File: src/rtl/core/mcacc_pkg.sv
// ----------------------------------------------------------------------------
// mcacc_pkg
// Shared types, constants and helpers for the 4x4 matrix compose accumulator.
// ----------------------------------------------------------------------------
package mcacc_pkg;

  localparam int DATA_WIDTH = 32;
  localparam int FRAC_BITS  = 16;
  localparam int MAT_N      = 16;
  localparam int IDX_W      = 4;
  localparam int STEP_W     = 6;
  localparam int PROD_W     = 2 * DATA_WIDTH - FRAC_BITS;
  localparam int ACC_W      = PROD_W + 2;

  localparam logic [DATA_WIDTH-1:0] Q_ONE = {{(DATA_WIDTH-1){1'b0}}, 1'b1} << FRAC_BITS;
  localparam logic [DATA_WIDTH-1:0] Q_MAX = {1'b0, {(DATA_WIDTH-1){1'b1}}};
  localparam logic [DATA_WIDTH-1:0] Q_MIN = {1'b1, {(DATA_WIDTH-1){1'b0}}};
  localparam logic [IDX_W-1:0]      IDX_LAST = {IDX_W{1'b1}};

  localparam logic OP_ELEMENT  = 1'b0;
  localparam logic OP_IDENTITY = 1'b1;

  typedef struct packed {
    logic                         opcode;
    logic signed [DATA_WIDTH-1:0] element_value;
  } item_t;

  typedef struct packed {
    logic signed [DATA_WIDTH-1:0] result_value;
    logic [IDX_W-1:0]             result_index;
    logic                         last_element;
  } result_t;

  typedef struct packed {
    logic             valid;
    logic             first;
    logic             last;
    logic [IDX_W-1:0] index;
  } mac_tag_t;

  typedef enum logic [1:0] {
    SEQ_IDLE,
    SEQ_ISSUE,
    SEQ_DRAIN
  } seq_state_t;

  // Column-major index c*4+r lies on the diagonal when row equals column.
  function automatic logic [DATA_WIDTH-1:0] identity_value(input logic [IDX_W-1:0] idx);
    identity_value = (idx[1:0] == idx[3:2]) ? Q_ONE : '0;
  endfunction

endpackage

File: src/rtl/core/mcacc_incoming_ram.sv
// ----------------------------------------------------------------------------
// mcacc_incoming_ram
// Sixteen-entry store for the right-hand matrix, one write and one read port.
// ----------------------------------------------------------------------------
module mcacc_incoming_ram (
  input  logic                                   clk,
  input  logic                                   wr_en,
  input  logic [mcacc_pkg::IDX_W-1:0]            wr_addr,
  input  logic [mcacc_pkg::DATA_WIDTH-1:0]       wr_data,
  input  logic                                   rd_en,
  input  logic [mcacc_pkg::IDX_W-1:0]            rd_addr,
  output logic [mcacc_pkg::DATA_WIDTH-1:0]       rd_data
);

  logic [mcacc_pkg::DATA_WIDTH-1:0] mem [mcacc_pkg::MAT_N];

  always_ff @(posedge clk) begin
    if (wr_en) begin
      mem[wr_addr] <= wr_data;
    end
  end

  always_ff @(posedge clk) begin
    if (rd_en) begin
      rd_data <= mem[rd_addr];
    end
  end

endmodule

File: src/rtl/core/mcacc_stored_ram.sv
// ----------------------------------------------------------------------------
// mcacc_stored_ram
// Two-bank store for the accumulated matrix with per-entry valid bits.
// Reads come from the active bank, products are written to the other one.
// ----------------------------------------------------------------------------
module mcacc_stored_ram (
  input  logic                                   clk,
  input  logic                                   rst,
  input  logic                                   clear,
  input  logic                                   flip,
  input  logic                                   rd_en,
  input  logic [mcacc_pkg::IDX_W-1:0]            rd_addr,
  output logic [mcacc_pkg::DATA_WIDTH-1:0]       rd_data,
  input  logic                                   wr_en,
  input  logic [mcacc_pkg::IDX_W-1:0]            wr_addr,
  input  logic [mcacc_pkg::DATA_WIDTH-1:0]       wr_data
);

  localparam int DEPTH = 2 * mcacc_pkg::MAT_N;

  logic [mcacc_pkg::DATA_WIDTH-1:0] mem [DEPTH];
  logic [DEPTH-1:0]                 valid;
  logic                             bank;
  logic [mcacc_pkg::DATA_WIDTH-1:0] rd_q;
  logic                             rd_valid_q;
  logic [mcacc_pkg::IDX_W-1:0]      rd_idx_q;

  always_ff @(posedge clk) begin
    if (rst) begin
      bank  <= 1'b0;
      valid <= '0;
    end else begin
      if (clear) begin
        valid <= '0;
      end else if (wr_en) begin
        valid[{~bank, wr_addr}] <= 1'b1;
      end
      if (flip) begin
        bank <= ~bank;
      end
    end
  end

  always_ff @(posedge clk) begin
    if (wr_en) begin
      mem[{~bank, wr_addr}] <= wr_data;
    end
  end

  always_ff @(posedge clk) begin
    if (rd_en) begin
      rd_q       <= mem[{bank, rd_addr}];
      rd_valid_q <= valid[{bank, rd_addr}];
      rd_idx_q   <= rd_addr;
    end
  end

  // An entry never written since the last identity load reads as identity.
  assign rd_data = rd_valid_q ? rd_q : mcacc_pkg::identity_value(rd_idx_q);

endmodule

File: src/rtl/core/mcacc_mac.sv
// ----------------------------------------------------------------------------
// mcacc_mac
// Shared multiply-accumulate: product, fractional shift, four-term sum and
// saturation to the stored word width.
// ----------------------------------------------------------------------------
module mcacc_mac (
  input  logic                                   clk,
  input  logic                                   rst,
  input  logic                                   en,
  input  mcacc_pkg::mac_tag_t                    tag_in,
  input  logic [mcacc_pkg::DATA_WIDTH-1:0]       op_a,
  input  logic [mcacc_pkg::DATA_WIDTH-1:0]       op_b,
  output mcacc_pkg::mac_tag_t                    tag_out,
  output logic [mcacc_pkg::DATA_WIDTH-1:0]       sum_sat
);

  logic signed [2*mcacc_pkg::DATA_WIDTH-1:0] full_prod;
  logic signed [2*mcacc_pkg::DATA_WIDTH-1:0] shifted;
  logic signed [mcacc_pkg::PROD_W-1:0]       prod;
  logic signed [mcacc_pkg::ACC_W-1:0]        prod_ext;
  logic signed [mcacc_pkg::ACC_W-1:0]        acc;
  mcacc_pkg::mac_tag_t                       tag_prod;
  logic                                      in_range;

  assign full_prod = $signed(op_a) * $signed(op_b);
  assign shifted   = full_prod >>> mcacc_pkg::FRAC_BITS;

  always_ff @(posedge clk) begin
    if (en) begin
      prod <= shifted[mcacc_pkg::PROD_W-1:0];
    end
  end

  assign prod_ext = {{(mcacc_pkg::ACC_W-mcacc_pkg::PROD_W){prod[mcacc_pkg::PROD_W-1]}}, prod};

  always_ff @(posedge clk) begin
    if (en) begin
      if (tag_prod.first) begin
        acc <= prod_ext;
      end else begin
        acc <= acc + prod_ext;
      end
    end
  end

  always_ff @(posedge clk) begin
    if (rst) begin
      tag_prod <= '0;
      tag_out  <= '0;
    end else if (en) begin
      tag_prod <= tag_in;
      tag_out  <= tag_prod;
    end
  end

  // The sum fits when every bit above the sign position copies the sign.
  assign in_range = (acc[mcacc_pkg::ACC_W-1:mcacc_pkg::DATA_WIDTH-1] == '0) ||
                    (acc[mcacc_pkg::ACC_W-1:mcacc_pkg::DATA_WIDTH-1] == '1);

  always_comb begin
    if (in_range) begin
      sum_sat = acc[mcacc_pkg::DATA_WIDTH-1:0];
    end else if (acc[mcacc_pkg::ACC_W-1]) begin
      sum_sat = mcacc_pkg::Q_MIN;
    end else begin
      sum_sat = mcacc_pkg::Q_MAX;
    end
  end

endmodule

File: src/rtl/core/matrix4_compose_accumulator.sv
// ----------------------------------------------------------------------------
// matrix4_compose_accumulator
// Keeps a 4x4 column-major Q16.16 transform and composes it with right-hand
// matrices that arrive one element per beat.
// ----------------------------------------------------------------------------
// The block holds a stored matrix, identity after reset, and takes input beats
// that either reload identity or carry one element of a right-hand matrix in
// column-major order. Element beats are taken one per cycle while no product
// is in flight. The sixteenth element starts the product stored * incoming: 64
// multiply-accumulate steps through a single shared multiplier, one step per
// cycle unless the result channel stalls, and four steps for each result beat.
// The pace of a product is set by the one multiplier and the one read port of
// each matrix memory. Input is stalled from the sixteenth element until the
// last result has entered the output register; a stall on the result channel
// freezes the whole multiply pipeline. Each product is shifted right by the
// fraction width (floor), the four products of an element are summed exactly,
// and the sum saturates to 32 bits. The stored matrix sits in a two-bank
// memory so that new elements never overwrite values that later elements of
// the same product still read; an identity beat takes effect at once through
// per-entry valid bits, with no clearing pass.
// ----------------------------------------------------------------------------
module matrix4_compose_accumulator (
  input  logic                clk,
  input  logic                rst,
  input  logic                item_valid,
  output logic                item_stall,
  input  mcacc_pkg::item_t    item,
  output logic                result_valid,
  input  logic                result_stall,
  output mcacc_pkg::result_t  result
);

  mcacc_pkg::seq_state_t            state;
  mcacc_pkg::seq_state_t            state_next;
  logic [mcacc_pkg::IDX_W-1:0]      count;
  logic [mcacc_pkg::IDX_W-1:0]      count_next;
  logic [mcacc_pkg::STEP_W-1:0]     step;
  logic [mcacc_pkg::STEP_W-1:0]     step_next;

  logic                             item_take;
  logic                             elem_wr;
  logic                             ident_load;
  logic                             en;
  logic                             issue;
  mcacc_pkg::mac_tag_t              issue_tag;
  mcacc_pkg::mac_tag_t              tag_rd;
  mcacc_pkg::mac_tag_t              tag_done;
  logic                             load;
  logic                             load_last;

  logic [mcacc_pkg::IDX_W-1:0]      stored_addr;
  logic [mcacc_pkg::IDX_W-1:0]      incoming_addr;
  logic [mcacc_pkg::DATA_WIDTH-1:0] stored_data;
  logic [mcacc_pkg::DATA_WIDTH-1:0] incoming_data;
  logic [mcacc_pkg::DATA_WIDTH-1:0] sum_sat;

  // The step counter walks column, row and term: step = {c, r, k}.
  assign stored_addr   = {step[1:0], step[3:2]};
  assign incoming_addr = {step[5:4], step[1:0]};

  // Everything behind the memories advances unless a finished result is
  // still waiting in the output register.
  assign en = !(result_valid && result_stall);

  // Input beats are taken only while no product is in flight.
  assign item_stall = (state != mcacc_pkg::SEQ_IDLE);

  assign item_take  = item_valid && !item_stall;
  assign ident_load = item_take && (item.opcode == mcacc_pkg::OP_IDENTITY);
  assign elem_wr    = item_take && (item.opcode == mcacc_pkg::OP_ELEMENT);

  assign load      = en && tag_done.valid && tag_done.last;
  assign load_last = load && (tag_done.index == mcacc_pkg::IDX_LAST);

  always_ff @(posedge clk) begin
    if (rst) begin
      state <= mcacc_pkg::SEQ_IDLE;
      count <= '0;
      step  <= '0;
    end else begin
      state <= state_next;
      count <= count_next;
      step  <= step_next;
    end
  end

  always_comb begin
    state_next = state;
    count_next = count;
    step_next  = step;
    issue      = 1'b0;
    unique case (state)
      mcacc_pkg::SEQ_IDLE: begin
        if (ident_load) begin
          count_next = '0;
        end else if (elem_wr) begin
          count_next = count + 1'b1;
          if (count == mcacc_pkg::IDX_LAST) begin
            step_next  = '0;
            state_next = mcacc_pkg::SEQ_ISSUE;
          end
        end
      end
      mcacc_pkg::SEQ_ISSUE: begin
        issue = en;
        if (en) begin
          step_next = step + 1'b1;
          if (step == {mcacc_pkg::STEP_W{1'b1}}) begin
            state_next = mcacc_pkg::SEQ_DRAIN;
          end
        end
      end
      mcacc_pkg::SEQ_DRAIN: begin
        if (load_last) begin
          state_next = mcacc_pkg::SEQ_IDLE;
        end
      end
      default: begin
        state_next = mcacc_pkg::SEQ_IDLE;
      end
    endcase
  end

  always_comb begin
    issue_tag.valid = issue;
    issue_tag.first = (step[1:0] == 2'd0);
    issue_tag.last  = (step[1:0] == 2'd3);
    issue_tag.index = step[5:2];
  end

  // Tag travels alongside the registered memory read.
  always_ff @(posedge clk) begin
    if (rst) begin
      tag_rd <= '0;
    end else if (en) begin
      tag_rd <= issue_tag;
    end
  end

  mcacc_incoming_ram u_incoming (
    .clk     (clk),
    .wr_en   (elem_wr),
    .wr_addr (count),
    .wr_data (item.element_value),
    .rd_en   (en),
    .rd_addr (incoming_addr),
    .rd_data (incoming_data)
  );

  mcacc_stored_ram u_stored (
    .clk     (clk),
    .rst     (rst),
    .clear   (ident_load),
    .flip    (load_last),
    .rd_en   (en),
    .rd_addr (stored_addr),
    .rd_data (stored_data),
    .wr_en   (load),
    .wr_addr (tag_done.index),
    .wr_data (sum_sat)
  );

  mcacc_mac u_mac (
    .clk     (clk),
    .rst     (rst),
    .en      (en),
    .tag_in  (tag_rd),
    .op_a    (stored_data),
    .op_b    (incoming_data),
    .tag_out (tag_done),
    .sum_sat (sum_sat)
  );

  // Output register: one finished element per beat.
  always_ff @(posedge clk) begin
    if (rst) begin
      result_valid <= 1'b0;
    end else if (load) begin
      result_valid <= 1'b1;
    end else if (!result_stall) begin
      result_valid <= 1'b0;
    end
  end

  always_ff @(posedge clk) begin
    if (load) begin
      result.result_value <= sum_sat;
      result.result_index <= tag_done.index;
      result.last_element <= (tag_done.index == mcacc_pkg::IDX_LAST);
    end
  end

endmodule
File: config.mk
export PLATFORM = sky130hd
export DESIGN_NAME = matrix4_compose_accumulator
export DESIGN_NICKNAME = d
export VERILOG_FILES = /design/src/rtl/core/mcacc_pkg.sv /design/src/rtl/core/mcacc_incoming_ram.sv /design/src/rtl/core/mcacc_stored_ram.sv /design/src/rtl/core/mcacc_mac.sv /design/src/rtl/core/matrix4_compose_accumulator.sv
export SDC_FILE = /design/constraint.sdc
export NUM_CORES = 2
export LEC_CHECK = 0
export ABC_AREA = 1
export BUFFER_PORTS_ARGS = -buffer_cell sky130_fd_sc_hd__buf_4
export CAP_MARGIN = 20
export CORE_MARGIN = 3
export CORE_UTILIZATION = 40
export CTS_BUF_LIST = sky130_fd_sc_hd__clkbuf_8
export DETAILED_ROUTE_END_ITERATION = 7
export PLACE_DENSITY = 0.68
export SLEW_MARGIN = 10
export SYNTH_ARGS = -nofsm -noshare
export SYNTH_HDL_FRONTEND = slang
export SYNTH_SLANG_ARGS = --single-unit
File: constraint.sdc
create_clock -name clk -period 7.8 [get_ports clk]
set_input_delay 0.39 -clock clk [delete_from_list [all_inputs] [get_ports clk]]
set_output_delay 0.39 -clock clk [all_outputs]
set_load 0.01 [all_outputs]
==> flow_summary.yaml <==
drt:
  met3WireLength_um: 33600
  vias: 77900
  via_per_inst: 5.44
  drt_iter0_markers: 8520
  wire_per_inst_um: 22.8
  wl_met1_um: 130000
  first_pass_iters: 8
  ant_nets: 0
  topRoutingLayerUsed: "met5"
  finalWirelength_um: 326000
  wl_met2_um: 149000
  drc: 0
worst_setup_path:
  slowest_stage: "fa_1"
  cpPeakStageDelay_ns: 0.64
  cp-startpoint: "u_stored.rd_idx_q[1]"
  arrival_ns: 8.27
  end_kind: "register"
  critical_path_peak_fanout: 14
  path_buf_inv: 5
  cpLargestDelayFamily: "adder cells"
  start_kind: "register"
  r2r-start: "u_stored.rd_idx_q[1]"
  path_class: "reg2reg"
  path_common_cell: "fa_1"
  cp.required_ns: 8.45
clocking:
  htreeDepth: 5
  numClockSinks: 1806
  cts_tree: "done"
  clock_latency_ns: 0.95
  clkTransAtPathRegs_ns: 0.06
  cts-buffers-inserted: 270
  clk_path_buf_depth: 4
  root_buffer: "clkbuf_8"
timing:
  post-route-period-util: 0.977
  fin_skew_ns: 0.0950
  period_minus_slack_ns: 7.62
  tns_ns: 0
  hold_viol: 0
  finalMaxSlewViolations: 0
  max_freq_mhz: 131
  relSlewSlack: 0.259
  worst_slack_ns: 0.178
  worst_pin_slew_ns: 1.11
  rsz0062_at_grt: "true"
  setup_violations: 0
synthesis:
  synth_area_um2: 109000
  syn_area_per_cell_um2: 10.6
  synthCells: 10300
  async_reset_ff_frac: 0
  synth_xor_area_frac: 0.00280
  ys_seq_area_frac: 0.490
  synth_compound_area_frac: 0.0823
  ys_seq_elements: 1806
  ys_warn_count: 0
  syn_nets: 11700
  synth_fa_ha_area_frac: 0.225
  synth_cell_type_count: 47
  synth_top_family_by_area: "adder cells"
  synthSimpleGateAreaFrac: 0.131
  synth-edff-count: 1740
  synth_flop_cell: "edfxtp_1"
  synthMuxAreaShare: 0
floorplan:
  die_w_um: 529
  die-area_um2: 280000
  die_h_um: 529
  io_pins: 76
  initial_core_util: 0.403
  rows: 191
  core_area_um2: 271000
worst_hold_path:
  holdCritPathClass: "in2reg"
  hp-start: "item_valid"
finish:
  drive_gt1_frac: 0.0829
  syn2layout_area_growth_pct: 10.8
  utilization: 0.446
  final_nets: 11900
global_routing:
  grt_usage: 0.231
  grt_max_degree: 221
  grt_pass1_vias: 77300
  grt.overflow.total: 0
  antenna_found_initial: 17
  grt_first_pass_wirelength_um: 489000
placement:
  place_congestion: 0.999
  hpwl_um: 222000
  place_ws_ns: 0.209
  portBuffers: 75
outcome:
  status: "finished clean"
pwr:
  p_leak_nw: 48.3
  peakVddDrop_mv: 0.179
  powerDensity_nw_per_um2: 190
job:
  drv_cap: 0
through the flow:
stage	instances	hold slack [ns]	area, µm²	total power [mW]
after floorplan	10300	0.408	109000	14.4
after global placement	13800	0.444	115000	15.9
after detailed placement	13800	0.445	116000	16.0
after CTS	14300	0.0211	121000	22.9
after global routing	14300	0.100	121000	24.0
final	14300	0.0893	121000	23.0
logic make-up after synthesis:
group	Yosys count
adders and majority gates	1317
and+or+nand+nor	3619
xor gates and xnor gates	35
AOI/OAI and AO/OA	1578
buffers and inverters	1955
DFF	1806
tightest hold or removal path: cells and delay by family:
family | cells | cell delay (ns)
and+or+nand+nor | 2 | 0.33
buffers and inverters | 1 | 0.15
AOI/OAI and AO/OA | 1 | 0.06
sequential cells by signal (all words and copies together) (netlist names):
signal,count
result_valid,1
u_stored.rd_idx_q,4
u_mac.prod,48
u_incoming.mem,512
u_mac.acc,50
state,2
u_stored.valid,32
u_stored.rd_q,32
u_mac.tag_out,6
u_stored.mem,1024
u_stored.bank,1
u_incoming.rd_data,32
count,4
u_mac.tag_prod,7
result,37
u_stored.rd_valid_q,1
tag_rd,7
step,6
timing repair:
item                       CTS  global route
gates resized for setup      0            56
setup buffers                0             6
hold buffers                36             0
setup endpoints to repair    0            28
hold endpoints to repair   531             0
layout make-up:
| cell class | instances | area (µm²) |
|---|---|---|
| Tap cell | 3570 | 4470 |
| Clock buffer | 278 | 3830 |
| Antenna cell | 9 | 22.5 |
| Sequential cell | 1806 | 53600 |
| Fill cell | 25100 | 150000 |
| Clock inverter | 181 | 865 |
| Timing Repair Buffer | 464 | 4120 |
| Multi-Input combinational cell | 6549 | 48700 |
| Inverter | 1451 | 5520 |
cell usage after synthesis (all sizes together) (2+ instances only):
| cell | number | area [µm²] |
|---|---|---|
| a211oi | 3 | 22.5 |
| a21boi | 2 | 15.0 |
| a21o | 6 | 45.0 |
| a21oi | 187 | 936 |
| a221oi | 63 | 552 |
| a22oi | 64 | 480 |
| a31oi | 20 | 125 |
| and2 | 4 | 25.0 |
| and3 | 4 | 25.0 |
| buf | 134 | 727 |
| clkbuf | 370 | 1390 |
| clkinv | 23 | 86.3 |
| dfxtp | 66 | 1320 |
| edfxtp | 1740 | 52300 |
| fa | 1082 | 21700 |
| ha | 235 | 2940 |
| inv | 1428 | 5360 |
| nand2 | 1702 | 6400 |
| nand3 | 292 | 1460 |
| nand3b | 10 | 75.1 |
| nand4 | 49 | 307 |
| nor2 | 1484 | 5580 |
| nor3 | 40 | 200 |
| nor3b | 2 | 15.0 |
| nor4 | 8 | 50.1 |
| o211ai | 45 | 338 |
| o21a | 9 | 67.6 |
| o21ai | 919 | 4600 |
| o21bai | 22 | 165 |
| o221ai | 61 | 534 |
| o22ai | 175 | 1090 |
| or2 | 23 | 144 |
| xnor2 | 9 | 78.8 |
| xor2 | 26 | 228 |
placed cells by master (no fill, tap or decap), types with 45 or more instances in the layout:
master       n
nand3_1    292
nor2_4      46
a221oi_1    63
clkbuf_8   278
edfxtp_1  1740
nor2_1    1418
fa_1      1078
a22oi_1     64
o21ai_0    896
o22ai_1    175
nand2_1   1698
a21oi_1    179
clkinv_1    67
inv_1     1504
ha_1       231
o211ai_1    45
dfxtp_1     60
nand4_1     49
o221ai_1    61
buf_4      382
where the power goes:
group | internal [mW] | switching, mW | leakage, nW
Combinational | 1.14 | 2.92 | 29.0
Clock | 3.43 | 3.58 | 2.72
Sequential | 11.7 | 0.209 | 16.5
path summary, 6_finish.rpt:
path                              to  slack [ns]  depth (start not counted)
setup / recovery      u_mac.prod[45]        0.18                         27
setup reg to reg      u_mac.prod[45]        0.18                         27
hold / removal              count[0]        0.09                          4
hold reg to reg   u_stored.valid[21]        0.47                          2
metal layers:
metal  global-route usage  vias up
li1                     -    34300
met1                0.316    38900
met2                0.363     3906
met3               0.0477      693
met4               0.0880       12
met5                    0        -
(Power assumes the default switching activity.)
